## config.mk

```make
export PLATFORM = sky130hd
export DESIGN_NAME = qks_arith
export DESIGN_NICKNAME = d
export VERILOG_FILES = /design/src/rtl/qks_pkg.sv /design/src/rtl/qks_arith.sv
export SDC_FILE = /design/constraint.sdc
export NUM_CORES = 1
export LEC_CHECK = 0
export ABC_CLOCK_PERIOD_IN_PS = 7200
export BUFFER_PORTS_ARGS = -buffer_cell sky130_fd_sc_hd__buf_2
export CAP_MARGIN = 15
export CELL_PAD_IN_SITES_DETAIL_PLACEMENT = 0
export CELL_PAD_IN_SITES_GLOBAL_PLACEMENT = 2
export CORE_ASPECT_RATIO = 0.75
export CORE_MARGIN = 4
export CORE_UTILIZATION = 40
export DETAILED_ROUTE_END_ITERATION = 7
export PLACE_DENSITY = 0.81
export SLEW_MARGIN = 40
export SYNTH_ARGS = -nofsm -noshare
export SYNTH_HDL_FRONTEND = slang
export SYNTH_SLANG_ARGS = --single-unit
export TNS_END_PERCENT = 30
```

## constraint.sdc

```tcl
create_clock -name clk -period 7.2 [get_ports clk]
set_input_delay 0 -clock clk [delete_from_list [all_inputs] [get_ports clk]]
set_output_delay 0 -clock clk [all_outputs]
set_load 0.02 [all_outputs]
```

## src/rtl/qks_pkg.sv

```systemverilog
// ----------------------------------------------------------------------------
// qks_pkg
// Shared types, constants and helpers of the quantized keyframe sampler.
// ----------------------------------------------------------------------------
package qks_pkg;

  // Sample bank geometry. The bank is addressed modulo its depth.
  localparam int BANK_WORDS = 65536;
  localparam int BANK_AW    = $clog2(BANK_WORDS);

  localparam int CH_W     = 4;
  localparam int MODE_W   = 2;
  localparam int FRAC_W   = 8;
  localparam int SHIFT_W  = 5;
  localparam int SAMPLE_W = 16;
  localparam int NUM_W    = 26;
  localparam int VALUE_W  = 33;

  // Register indexes on the configuration port.
  localparam logic [3:0] REG_FRAME_COUNT = 4'd0;
  localparam logic [3:0] REG_SHIFT_A     = 4'd1;
  localparam logic [3:0] REG_SHIFT_B     = 4'd2;
  localparam logic [3:0] REG_SHIFT_C     = 4'd3;

  // Channel walk.
  localparam logic [CH_W-1:0] LAST_CH       = 4'd8;
  localparam logic [CH_W-1:0] GROUP_B_FIRST = 4'd3;
  localparam logic [CH_W-1:0] GROUP_C_FIRST = 4'd6;

  // Channel modes.
  localparam logic [MODE_W-1:0] MODE_DEFAULT  = 2'd0;
  localparam logic [MODE_W-1:0] MODE_CONSTANT = 2'd1;

  // Request opcodes.
  localparam logic OP_WRITE  = 1'b0;
  localparam logic OP_SAMPLE = 1'b1;

  // Default value of the last group, 1.0 with 16 fraction bits.
  localparam logic signed [VALUE_W-1:0] DEFAULT_ONE = 33'sd65536;
  localparam logic [SHIFT_W-1:0]        SHIFT_UNITY = 5'd8;

  typedef struct packed {
    logic [15:0]        frame_count;
    logic [SHIFT_W-1:0] shift_a;
    logic [SHIFT_W-1:0] shift_b;
    logic [SHIFT_W-1:0] shift_c;
  } cfg_t;

  // Control that travels down the pipeline with each channel.
  typedef struct packed {
    logic               vld;
    logic [CH_W-1:0]    ch;
    logic [MODE_W-1:0]  mode;
    logic [FRAC_W-1:0]  frac;
    logic [SHIFT_W-1:0] shift;
  } lane_t;

  // Reduces a 17-bit halfword index to a bank address (modulo the depth).
  function automatic logic [BANK_AW-1:0] bank_addr(input logic [16:0] v);
    logic [BANK_AW+16:0] w;
    w = {{BANK_AW{1'b0}}, v};
    return w[BANK_AW-1:0];
  endfunction

endpackage

```

## src/rtl/qks_arith.sv

```systemverilog
// ----------------------------------------------------------------------------
// qks_arith
// Interpolation stage, dequantize shift stage and the output word register.
// ----------------------------------------------------------------------------
module qks_arith (
  input  logic                                 clk,
  input  logic                                 rst_n,
  input  logic                                 adv,
  input  logic [qks_pkg::SAMPLE_W-1:0]         rd_data_a,
  input  logic [qks_pkg::SAMPLE_W-1:0]         rd_data_b,
  input  qks_pkg::lane_t                       lane_in,
  output logic                                 out_valid,
  output logic [qks_pkg::CH_W-1:0]             out_channel_index,
  output logic signed [qks_pkg::VALUE_W-1:0]   out_channel_value,
  output logic                                 out_last_channel
);

  // Interpolation: num = a*256 + (b-a)*f.
  logic signed [16:0]                       diff;
  logic signed [qks_pkg::NUM_W-1:0]         prod;
  logic signed [qks_pkg::NUM_W-1:0]         num;
  logic signed [qks_pkg::NUM_W-1:0]         num_r;
  qks_pkg::lane_t                           lane_r;

  assign diff = $signed({rd_data_b[15], rd_data_b}) - $signed({rd_data_a[15], rd_data_a});
  assign prod = qks_pkg::NUM_W'(diff * $signed({1'b0, lane_in.frac}));
  assign num  = $signed({{2{rd_data_a[15]}}, rd_data_a, 8'd0}) + prod;

  always_ff @(posedge clk) begin
    if (!rst_n) begin
      lane_r.vld <= 1'b0;
    end else if (adv) begin
      lane_r.vld <= lane_in.vld;
    end
  end

  always_ff @(posedge clk) begin
    if (adv) begin
      lane_r.ch    <= lane_in.ch;
      lane_r.mode  <= lane_in.mode;
      lane_r.frac  <= lane_in.frac;
      lane_r.shift <= lane_in.shift;
      num_r        <= num;
    end
  end

  // Dequantize: scale by 2^(8-shift), flooring on a right shift.
  logic signed [qks_pkg::VALUE_W-1:0] num_ext;
  logic signed [qks_pkg::VALUE_W-1:0] value;
  logic [qks_pkg::SHIFT_W-1:0]        sh_left;
  logic [qks_pkg::SHIFT_W-1:0]        sh_right;

  assign num_ext  = {{(qks_pkg::VALUE_W-qks_pkg::NUM_W){num_r[qks_pkg::NUM_W-1]}}, num_r};
  assign sh_left  = qks_pkg::SHIFT_UNITY - lane_r.shift;
  assign sh_right = lane_r.shift - qks_pkg::SHIFT_UNITY;

  always_comb begin
    if (lane_r.mode == qks_pkg::MODE_DEFAULT) begin
      value = (lane_r.ch < qks_pkg::GROUP_C_FIRST) ? '0 : qks_pkg::DEFAULT_ONE;
    end else if (lane_r.shift <= qks_pkg::SHIFT_UNITY) begin
      value = num_ext <<< sh_left;
    end else begin
      value = num_ext >>> sh_right;
    end
  end

  logic                                 out_valid_r;
  logic [qks_pkg::CH_W-1:0]             out_ch_r;
  logic signed [qks_pkg::VALUE_W-1:0]   out_value_r;
  logic                                 out_last_r;

  always_ff @(posedge clk) begin
    if (!rst_n) begin
      out_valid_r <= 1'b0;
    end else if (adv) begin
      out_valid_r <= lane_r.vld;
    end
  end

  always_ff @(posedge clk) begin
    if (adv) begin
      out_ch_r    <= lane_r.ch;
      out_value_r <= value;
      out_last_r  <= lane_r.ch == qks_pkg::LAST_CH;
    end
  end

  assign out_valid         = out_valid_r;
  assign out_channel_index = out_ch_r;
  assign out_channel_value = out_value_r;
  assign out_last_channel  = out_last_r;

endmodule

```

==> reports/results.ini <==
[worst_hold_path]
hold_path_class=in -> reg

[synthesis]
yosys_warnings=0
synthTopCellsByArea=fa_1 (20%), edfxtp_1 (18%), ha_1 (7.3%)
synth-seq-cells=77
syn_area_mm2=0.0124
synth_area_leader_cell=fa_1
synth_top_area_share_pct=20.3
synth_ff_type=edfxtp_1
synthesis.nets=1596
ys_seq_area_share_pct=18.4
yosysUniqueCellTypes=79
async_flop_share_pct=0
synth_cells=1342
synth_edf_count=75
avgSynthCellArea_um2=9.27

[sta]
clock_skew_ps=12.7
finalCritPeriodShare_pct=92.8
worst_pin_slew_ps=821
relSlewSlack_pct=45.3
maxClockFrequency_mhz=150
setup_viol=0
period_needed_ps=6680
finalMaxSlewViolations=0
final_hold_viol_count=0
tns_ps=0
rsz0062_at_grt=false

[run_status]
outcome=finished, final reports clean

[floorplan]
start_util_pct=40.9
die-area_mm2=0.0340
die_x_um=212
rows=55
coreArea_mm2=0.0304
die_h_um=161
io_pins=94

[critical_path]
crit_path_end_kind=register
cp_max_fo=8
path_class=in -> reg
cp.arrival_ps=6830
cp-start-kind=input pin
cp.required_ps=7350

[clock_network]
clk_path_buf_depth=2
cts_tree=done
cts_buffers=9
numClockSinks=77
clockRootBuffer=clkbuf_16
ctsHtreeMaxLevel=3
clkLatencyLatePin_ps=350
path_clk_slew_ps=60
cts_resized=0
post_cts_buffers=0

[detailed_routing]
vias_per_cell=5.64
vias=10269
first_pass_iters=7
ant_nets=0
routedWlPerCell_um=19.2
routed_wirelength_mm=35.0
first_iter_violations=1081
drcViolationCount=0

[global_routing]
grt_pass1_wl_mm=56.0
grt_overflow=0
grt_pass1_vias=9840
gr-usage-all-layers_pct=20.6
antenna_found_initial=0
grt_max_degree=48

[placed_design]
dpl.hpwl_mm=27.6
gp_congestion=0.951
io_buffers=93
dpl-instance-area_mm2=0.0133

[finish]
diodes=0
design_area_mm2=0.0138
area_delta_synth_final_pct=10.8
nNetsFinal=1670
layout_commonest_cell=inv_1
final_cell_mix=inv_1 (177), nand2_1 (137), fa_1 (126)
layout-drive-gt1-share_pct=15.3

[run]
cap_violations=0

## worst max-delay path, stage by stage
cell      delay (ps)
buf_2             90
inv_1             40
ha_1             170
inv_1             60
fa_1             410
a211oi_1         380
o21ai_0          250
a21oi_1          240
buf_4            160
xnor2_1          320
nand2_1          160
fa_1             520
inv_1             50
fa_1             470
fa_1             450
fa_1             520
inv_1             50
fa_1             480
inv_1             40
ha_1             350
a2111o_1         420
o211ai_1         140
a21oi_1          100
o31ai_1          350
or4b_1           470
o311ai_0         110
## synth_stat cells (3+ instances only)
cell       count
inv_1        177
nand2_1      137
fa_1         126
edfxtp_1      75
ha_1          73
nor2_1        72
a21oi_1       63
o21ai_0       58
and2_1        52
mux2i_1       51
clkbuf_1      49
mux4_2        30
nand3_1       28
nor3_1        27
mux2_2        23
a31oi_1       22
xnor2_1       22
buf_2         16
nand2b_1      15
a211oi_1      14
a21o_1        14
o211ai_1      14
nor2b_1       12
o21a_1        12
xor2_1        12
nand4_1        9
and3_1         8
a22oi_1        7
buf_1          7
mux4_1         7
a211o_1        6
o22ai_1        6
o311ai_0       6
o31ai_1        6
and4_1         5
buf_6          5
nor4b_1        5
o21ai_1        5
o221ai_1       5
or3_1          5
o21bai_1       4
a311oi_1       3
o2111ai_1      3
o311a_1        3
## path summary, 6_finish.rpt
| check | start | end | slack (ps) | cells after the start |
|---|---|---|---|---|
| hold / removal | adv | out_channel_value[6]$_SDFFCE_PP0P_ | 120 | 1 |
| hold reg to reg | lane_r[16]$_DFFE_PP_ | out_channel_index[1]$_DFFE_PP_ | 490 | 0 |
| setup reg to reg | lane_r[1]$_DFFE_PP_ | out_channel_value[29]$_SDFFCE_PP0P_ | 3330 | 9 |
| setup / recovery | rd_data_b[0] | num_r[17]$_DFFE_PP_ | 520 | 26 |
## metal layers
| metal | vias to the layer above | GRT usage, % | share of wire, % |
|---|---|---|---|
| li1 | 4835 | - | - |
| met1 | 5087 | 33.2 | 50 |
| met2 | 325 | 28.8 | 42 |
| met3 | 22 | 4.82 | 7.7 |
| met4 | 0 | 2.28 | 0.78 |
| met5 | - | 0 | 0 |
## flip-flops by register name, summed over array words and instances, names as in the netlist
register	flops
out_channel_value	33
num_r	26
lane_r	12
out_channel_index	4
out_last_channel	1
out_valid	1
## what timing repair did
item	4_1_cts	5_1_grt
hold endpoints to repair	13	0
endpoints found under the setup margin	0	0
hold buffers	13	0
## cell type report
type	count	area, um2
multi-input combinational	1005	9110
clock buffer	10	229
timing repair buffer	143	873
sequential	77	2290
fill	2979	16600
tap	399	499
inverter	180	676
clock inverter	6	111
## kinds of logic after synthesis
family          Yosys count  synth area share, %
buf+inv                 260                 8.60
simple gates            384                 14.9
mux                     113                 13.3
fa+ha+maj               199                 27.6
flops                    77                 18.4
xor+xnor                 34                 2.39
compound gates          275                 14.7
## stage by stage
stage	utilization, %	hold WS [ps]	setup WS (ps)	std cells
final	45.3	119	518	1820
after global routing	45.3	140	45.7	1820
after CTS	45.3	138	542	1820
after detailed placement	43.7	178	239	1791
after global placement	43.7	177	281	1790
after floorplan	-	98.9	710	1342
Power is left out: the tool's default activity adds up to more than one toggle a clock period on the data nets, which glitch-free logic cannot reach.
