$ cat src/rtl/qks_pkg.sv
// ----------------------------------------------------------------------------
// qks_pkg
// Shared types, constants and helpers of the quantized keyframe sampler.
// ----------------------------------------------------------------------------
package qks_pkg;

  // Sample bank geometry. The bank is addressed modulo its depth.
  localparam int BANK_WORDS = 65536;
  localparam int BANK_AW    = $clog2(BANK_WORDS);

  localparam int CH_W     = 4;
  localparam int MODE_W   = 2;
  localparam int FRAC_W   = 8;
  localparam int SHIFT_W  = 5;
  localparam int SAMPLE_W = 16;
  localparam int NUM_W    = 26;
  localparam int VALUE_W  = 33;

  // Register indexes on the configuration port.
  localparam logic [3:0] REG_FRAME_COUNT = 4'd0;
  localparam logic [3:0] REG_SHIFT_A     = 4'd1;
  localparam logic [3:0] REG_SHIFT_B     = 4'd2;
  localparam logic [3:0] REG_SHIFT_C     = 4'd3;

  // Channel walk.
  localparam logic [CH_W-1:0] LAST_CH       = 4'd8;
  localparam logic [CH_W-1:0] GROUP_B_FIRST = 4'd3;
  localparam logic [CH_W-1:0] GROUP_C_FIRST = 4'd6;

  // Channel modes.
  localparam logic [MODE_W-1:0] MODE_DEFAULT  = 2'd0;
  localparam logic [MODE_W-1:0] MODE_CONSTANT = 2'd1;

  // Request opcodes.
  localparam logic OP_WRITE  = 1'b0;
  localparam logic OP_SAMPLE = 1'b1;

  // Default value of the last group, 1.0 with 16 fraction bits.
  localparam logic signed [VALUE_W-1:0] DEFAULT_ONE = 33'sd65536;
  localparam logic [SHIFT_W-1:0]        SHIFT_UNITY = 5'd8;

  typedef struct packed {
    logic [15:0]        frame_count;
    logic [SHIFT_W-1:0] shift_a;
    logic [SHIFT_W-1:0] shift_b;
    logic [SHIFT_W-1:0] shift_c;
  } cfg_t;

  // Control that travels down the pipeline with each channel.
  typedef struct packed {
    logic               vld;
    logic [CH_W-1:0]    ch;
    logic [MODE_W-1:0]  mode;
    logic [FRAC_W-1:0]  frac;
    logic [SHIFT_W-1:0] shift;
  } lane_t;

  // Reduces a 17-bit halfword index to a bank address (modulo the depth).
  function automatic logic [BANK_AW-1:0] bank_addr(input logic [16:0] v);
    logic [BANK_AW+16:0] w;
    w = {{BANK_AW{1'b0}}, v};
    return w[BANK_AW-1:0];
  endfunction

endpackage

$ cat src/rtl/qks_seq.sv
// ----------------------------------------------------------------------------
// qks_seq
// Request sequencer: takes words, writes the bank, walks the nine channels.
// ----------------------------------------------------------------------------
module qks_seq (
  input  logic                                 clk,
  input  logic                                 rst_n,
  input  logic                                 adv,
  input  qks_pkg::cfg_t                        cfg,
  input  logic                                 in_valid,
  output logic                                 in_ready,
  input  logic                                 in_opcode,
  input  logic [15:0]                          in_bank_address,
  input  logic [15:0]                          in_bank_data,
  input  logic [17:0]                          in_channel_modes,
  input  logic [15:0]                          in_data_offset,
  input  logic [15:0]                          in_frame_whole,
  input  logic [7:0]                           in_frame_fraction,
  output logic                                 wr_en,
  output logic [qks_pkg::BANK_AW-1:0]          wr_addr,
  output logic [qks_pkg::SAMPLE_W-1:0]         wr_data,
  output logic [qks_pkg::BANK_AW-1:0]          rd_addr_a,
  output logic [qks_pkg::BANK_AW-1:0]          rd_addr_b,
  output qks_pkg::lane_t                       lane
);

  logic                                busy_r,  busy_nxt;
  logic [qks_pkg::CH_W-1:0]            ch_r,    ch_nxt;
  logic [qks_pkg::BANK_AW-1:0]         addr_r,  addr_nxt;
  logic [qks_pkg::BANK_AW-1:0]         whole_r, whole_nxt;
  logic [17:0]                         modes_r, modes_nxt;
  logic [qks_pkg::FRAC_W-1:0]          frac_r,  frac_nxt;

  logic                                accept;
  logic                                issue;
  logic                                last_frame;
  logic [qks_pkg::MODE_W-1:0]          mode;
  logic [qks_pkg::BANK_AW-1:0]         stride;
  logic [qks_pkg::BANK_AW-1:0]         addr_step;

  assign in_ready = adv && (!busy_r || ch_r == qks_pkg::LAST_CH);
  assign accept   = in_valid && in_ready;
  assign issue    = adv && busy_r;

  assign wr_en   = accept && in_opcode == qks_pkg::OP_WRITE;
  assign wr_addr = qks_pkg::bank_addr({1'b0, in_bank_address});
  assign wr_data = in_bank_data;

  assign mode   = modes_r[2*ch_r +: 2];
  assign stride = qks_pkg::bank_addr({1'b0, cfg.frame_count} + 17'd1);

  // The fraction is dropped on the last frame of the animation.
  assign last_frame = cfg.frame_count != 16'd0
                      && in_frame_whole == cfg.frame_count - 16'd1;

  always_comb begin
    rd_addr_a = addr_r;
    addr_step = addr_r;
    unique case (mode)
      qks_pkg::MODE_DEFAULT: begin
        addr_step = addr_r;
      end
      qks_pkg::MODE_CONSTANT: begin
        addr_step = addr_r + qks_pkg::BANK_AW'(1);
      end
      default: begin
        rd_addr_a = addr_r + whole_r;
        addr_step = addr_r + stride;
      end
    endcase
  end

  // A constant channel reads a single sample, so both ports point at it.
  assign rd_addr_b = (mode == qks_pkg::MODE_CONSTANT) ? rd_addr_a
                                                       : rd_addr_a + qks_pkg::BANK_AW'(1);

  always_comb begin
    lane.vld  = issue;
    lane.ch   = ch_r;
    lane.mode = mode;
    lane.frac = (mode == qks_pkg::MODE_CONSTANT) ? '0 : frac_r;
    if (ch_r < qks_pkg::GROUP_B_FIRST) begin
      lane.shift = cfg.shift_a;
    end else if (ch_r < qks_pkg::GROUP_C_FIRST) begin
      lane.shift = cfg.shift_b;
    end else begin
      lane.shift = cfg.shift_c;
    end
  end

  always_comb begin
    busy_nxt  = busy_r;
    ch_nxt    = ch_r;
    addr_nxt  = addr_r;
    whole_nxt = whole_r;
    modes_nxt = modes_r;
    frac_nxt  = frac_r;
    if (issue) begin
      ch_nxt   = ch_r + 4'd1;
      addr_nxt = addr_step;
      if (ch_r == qks_pkg::LAST_CH) begin
        busy_nxt = 1'b0;
      end
    end
    // A new request can load in the cycle the last channel issues.
    if (accept && in_opcode == qks_pkg::OP_SAMPLE) begin
      busy_nxt  = 1'b1;
      ch_nxt    = '0;
      addr_nxt  = qks_pkg::bank_addr({1'b0, in_data_offset});
      whole_nxt = qks_pkg::bank_addr({1'b0, in_frame_whole});
      modes_nxt = in_channel_modes;
      frac_nxt  = last_frame ? '0 : in_frame_fraction;
    end
  end

  always_ff @(posedge clk) begin
    if (!rst_n) begin
      busy_r <= 1'b0;
      ch_r   <= '0;
    end else begin
      busy_r <= busy_nxt;
      ch_r   <= ch_nxt;
    end
  end

  always_ff @(posedge clk) begin
    addr_r  <= addr_nxt;
    whole_r <= whole_nxt;
    modes_r <= modes_nxt;
    frac_r  <= frac_nxt;
  end

endmodule

$ cat config.mk
export PLATFORM = sky130hd
export DESIGN_NAME = qks_seq
export DESIGN_NICKNAME = d
export VERILOG_FILES = /design/src/rtl/qks_pkg.sv /design/src/rtl/qks_seq.sv
export SDC_FILE = /design/constraint.sdc
export NUM_CORES = 1
export LEC_CHECK = 0
export ABC_AREA = 1
export BUFFER_PORTS_ARGS = -buffer_cell sky130_fd_sc_hd__buf_2
export CAP_MARGIN = 0
export CORE_ASPECT_RATIO = 0.7
export CORE_MARGIN = 2
export CORE_UTILIZATION = 50
export DETAILED_ROUTE_END_ITERATION = 6
export HOLD_SLACK_MARGIN = 0.05
export PLACE_DENSITY = 0.8
export SYNTH_ARGS = -nofsm -noshare
export SYNTH_HDL_FRONTEND = slang
export SYNTH_SLANG_ARGS = --single-unit
export TNS_END_PERCENT = 20
$ cat constraint.sdc
create_clock -name clk -period 3.7 [get_ports clk]
set_input_delay 0.37 -clock clk [delete_from_list [all_inputs] [get_ports clk]]
set_output_delay 0.37 -clock clk [all_outputs]
set_load 0.01 [all_outputs]
==> run summary <==
CTS Sinks - 63
Worst Hold Path Cells - 1
Status - complete, no violations
Number of flops mapped to enable cells by yosys - 58
Via Count - 6077
Detailed-router iteration count before antenna repair - 5
Final clock period utilization by the worst path - 95.64%
Hold Path End - modes_r[13]$_DFFE_PP_
Final Setup Violations - 0
Post-CTS sizing - 0
Cell-by-cell trace of the critical path - inv_2 > nand4_1 > nand2_1 > o21ai_2 > buf_4 > inv_2 > nand3_1 > nand2_1 > nor2_4 > inv_1 > nor2_1 > nand3_1 > nand2_1 > nand2_1 > buf_2
Post-synth top area cell - sky130_fd_sc_hd__edfxtp_1
Placer congestion estimate - 1.004
Number of setup buffers added after CTS - 0
Timing-limited maximum frequency - 282.6 MHz
R2R depth - 8
Type of the worst setup path - register to primary output
Residual overflow from global routing - 0
Horizontal extent of the die - 136.5 um
Filler Cell Count - 1079
Tightest slew margin relative to the limit - 29.08%
Starting density of the core - 51.84%
Fraction of registers with async set or reset after synthesis - 0%
Average cell area after synthesis - 7.029 um2
Height of the die - 96.74 um
Endpoint kind of the worst setup timing path - primary output
Final HPWL from detailed placement - 13260 um
Ranking of synthesized cells by area - sky130_fd_sc_hd__edfxtp_1, sky130_fd_sc_hd__nand2_1, sky130_fd_sc_hd__inv_1
Global-route wire length before repair - 26160 um
Most used DFF post-synth - sky130_fd_sc_hd__edfxtp_1
Biggest cell delay along the critical path - 0.60 ns
Number of global-route vias before repair - 5372
Std-Cell Rows - 33
Avg Vias per Cell - 5.248
Largest voltage drop on the vdd net - 0.2444 mV
Cell chosen for the clock root - sky130_fd_sc_hd__clkbuf_16
Global-route usage over all layers - 24.98%
Launching point of the worst reg2reg path - ch_r[0]$_SDFFE_PP0P_
Area of the placeable core - 11850 um2
Ratio of cells with drive above 1 in the final layout - 20.40%
Data arrival time of the critical path - 3.17 ns
Max Fanout on Critical Path - 17
Number of remaining DRC errors - 0
CTS Hold Bufs - 0
Clk slew on worst S/H paths - 0.06 ns
Sequential-to-total area share from yosys stat - 29.98%
DIE AREA - 13200 um2
Commonest cells post-synth - sky130_fd_sc_hd__nand2_1, sky130_fd_sc_hd__inv_1, sky130_fd_sc_hd__nor2_1, sky130_fd_sc_hd__edfxtp_1, sky130_fd_sc_hd__nand3_1
End of the worst register-to-register path - addr_r[0]$_DFFE_PP_
Count of pins over their slew limit - 0
Violation count after the first detailed-route iteration - 643
Most repeated library cell on the critical path - sky130_fd_sc_hd__nand2_1
Largest net degree at the start of global routing - 52
Post-Synthesis Net Count - 1038
Initial antenna violation count - 2
Area of the mapped netlist - 6143 um2
Setup slack of the most critical reg-to-reg path - 0.61 ns
Setup repair after global routing missed its margin - no
Port-buffer cells - 147
Final Hold Fails - 0
Drt total wl - 16570 um
# IOs - 212
Routed Antenna Nets - 0
Hold Crit Class - input pin to register
Post-layout min period - 3.539 ns
Slowest cell on crit path - sky130_fd_sc_hd__dfxtp_1
Number of buffers added by the clock tree synthesis step - 9
Static leakage power - 0.003648 uW
Number of distinct library cell variants in the gate-level netlist after synthesis - 44
TNS Setup - 0 ns
Setup clock skew after layout - 0.008490 ns
Number of warnings printed during yosys synthesis - 0
WP data required - 3.33 ns
Number of nets in the layout - 1160
Max clock buf depth - 2
Clock insertion delay at the later pin of the skew report - 0.33 ns
Synthesized netlist cell count - 874
Synth top area share - 28.35%
Most common cell in the synthesized netlist - sky130_fd_sc_hd__nand2_1
Power density normalized to cell area - 322.8 nW/um2
Share of the core filled with cells - 59.73%
Launch instance of the worst min-delay path - in_channel_modes[13]
Synth-to-Final Area Change - 15.21%
Clock tree from TritonCTS - yes
Flip-flop and latch count after synthesis - 63
Max_cap viols - 0
Worst-margin pin slew - 1.062 ns
Crit path launch type - register
H-tree depth - 3
Detailed-route wire length per cell - 14.31 um
[routing by layer]
| layer | track usage [%] | part of all wire, % | vias to the layer above |
|---|---|---|---|
| met5 | 0 | 0.066 | - |
| met4 | 5.609 | 2.0 | 2 |
| met3 | 5.503 | 9.8 | 28 |
| met2 | 34.46 | 39 | 280 |
| met1 | 39.23 | 49 | 2720 |
| li1 | - | - | 3047 |
[registers in the layout (all words and copies together), names as in the netlist]
name and count:
modes_r 18, addr_r 16, whole_r 16, frac_r 8, ch_r 4, busy_r 1
[layout make-up]
type                       count  area (um2)  share of cell area [%]
sequential                    63        1842                   26.02
antenna                        1       2.502                 0.03535
tap                          157       196.4                   2.775
clock buffer                  10       229.0                   3.235
clock inverter                 5       26.28                  0.3712
multi-input combinational    633        3483                   49.21
inverter                     134       503.0                   7.106
timing repair buffer         155       795.8                   11.24
[report_power, final]
part / internal (uW) / leakage (uW) / switching [uW]
registers: 819 / 0.000573 / 25.4
clock network: 443 / 0.000126 / 303
logic: 267 / 0.00295 / 427
[cells by family (layout without fill, tap and decap cells)]
| kind of cell | after synthesis | after routing | synth area share, % |
|---|---|---|---|
| AO/OA/AOI/OAI | 101 | 101 | 9.430 |
| buffers and inverters | 178 | 304 | 13.32 |
| adder cells (fa/ha/maj) | 38 | 38 | 7.984 |
| flip-flops | 63 | 63 | 29.98 |
| XOR/XNOR | 45 | 45 | 6.416 |
| other | 0 | 1 | 0 |
| AND/OR/NAND/NOR | 449 | 449 | 32.87 |
[layout by cell type (no fill, tap or decap), types with 2 or more instances in the layout]
cell                        Yosys  final
sky130_fd_sc_hd__nand2_1      246    246
sky130_fd_sc_hd__buf_2          3    147
sky130_fd_sc_hd__inv_1        128    128
sky130_fd_sc_hd__nor2_1        82     82
sky130_fd_sc_hd__nand3_1       58     58
sky130_fd_sc_hd__edfxtp_1      58     58
sky130_fd_sc_hd__a21oi_1       37     37
sky130_fd_sc_hd__ha_1          36     36
sky130_fd_sc_hd__xor2_1        32     32
sky130_fd_sc_hd__o21ai_0       29     29
sky130_fd_sc_hd__a31oi_1       14     14
sky130_fd_sc_hd__xnor2_1       13     13
sky130_fd_sc_hd__nor3_1        12     12
sky130_fd_sc_hd__nand4_1        9      9
sky130_fd_sc_hd__nand3b_1       9      9
sky130_fd_sc_hd__clkbuf_16      0      9
sky130_fd_sc_hd__buf_4         35      8
sky130_fd_sc_hd__inv_2          5      6
sky130_fd_sc_hd__nand2_2        6      6
sky130_fd_sc_hd__o21bai_1       6      6
sky130_fd_sc_hd__or2_2          5      5
sky130_fd_sc_hd__nor2_4         5      5
sky130_fd_sc_hd__dfxtp_1        5      5
sky130_fd_sc_hd__nor2_2         3      3
sky130_fd_sc_hd__nand3_4        3      3
sky130_fd_sc_hd__o21ai_1        3      3
sky130_fd_sc_hd__nor4_1         3      3
sky130_fd_sc_hd__clkinv_2       0      3
sky130_fd_sc_hd__nand3_2        2      2
sky130_fd_sc_hd__nand2_4        2      2
sky130_fd_sc_hd__a211oi_1       2      2
sky130_fd_sc_hd__a21boi_0       2      2
sky130_fd_sc_hd__nor3b_1        2      2
sky130_fd_sc_hd__o211ai_1       2      2
sky130_fd_sc_hd__fa_1           2      2
[worst max-delay path by stage]
| stage | start | end | slack (ns) | cells past startpoint |
|---|---|---|---|---|
| 2_1_floorplan | ch_r[0]$_SDFFE_PP0P_ | addr_r[0]$_DFFE_PP_ | 0.70 | 10 |
| 3_5_place_dp | ch_r[0]$_SDFFE_PP0P_ | rd_addr_b[15] | 0.60 | 15 |
| 4_1_cts | ch_r[0]$_SDFFE_PP0P_ | rd_addr_b[15] | 0.22 | 15 |
| 6_report | ch_r[0]$_SDFFE_PP0P_ | rd_addr_b[15] | 0.16 | 15 |
| 5_1_grt | ch_r[0]$_SDFFE_PP0P_ | rd_addr_b[11] | 0.02 | 14 |
| 3_3_place_gp | ch_r[0]$_SDFFE_PP0P_ | addr_r[11]$_DFFE_PP_ | 0.71 | 8 |
[through the flow]
stage	cells	hold slack (ns)	total power, uW	area, um2	worst slack (ns)
after floorplan	874	0.4626	1353	6143	0.6959
after global placement	1142	0.4814	1533	6820	0.7112
after detailed placement	1142	0.5178	1543	6820	0.6006
after CTS	1157	0.2058	2291	7076	0.2240
after global routing	1158	0.2124	2408	7078	0.01582
final	1158	0.2153	2285	7078	0.1615
[worst max-delay path: cells and delay by family, from the launching register on]
family,cells,cell delay [ns]
and+or+nand+nor,9,1.07
buffers and inverters,5,0.88
DFF,1,0.60
AOI/OAI and AO/OA,1,0.28
Note: power is estimated with default switching activity, not from simulation.
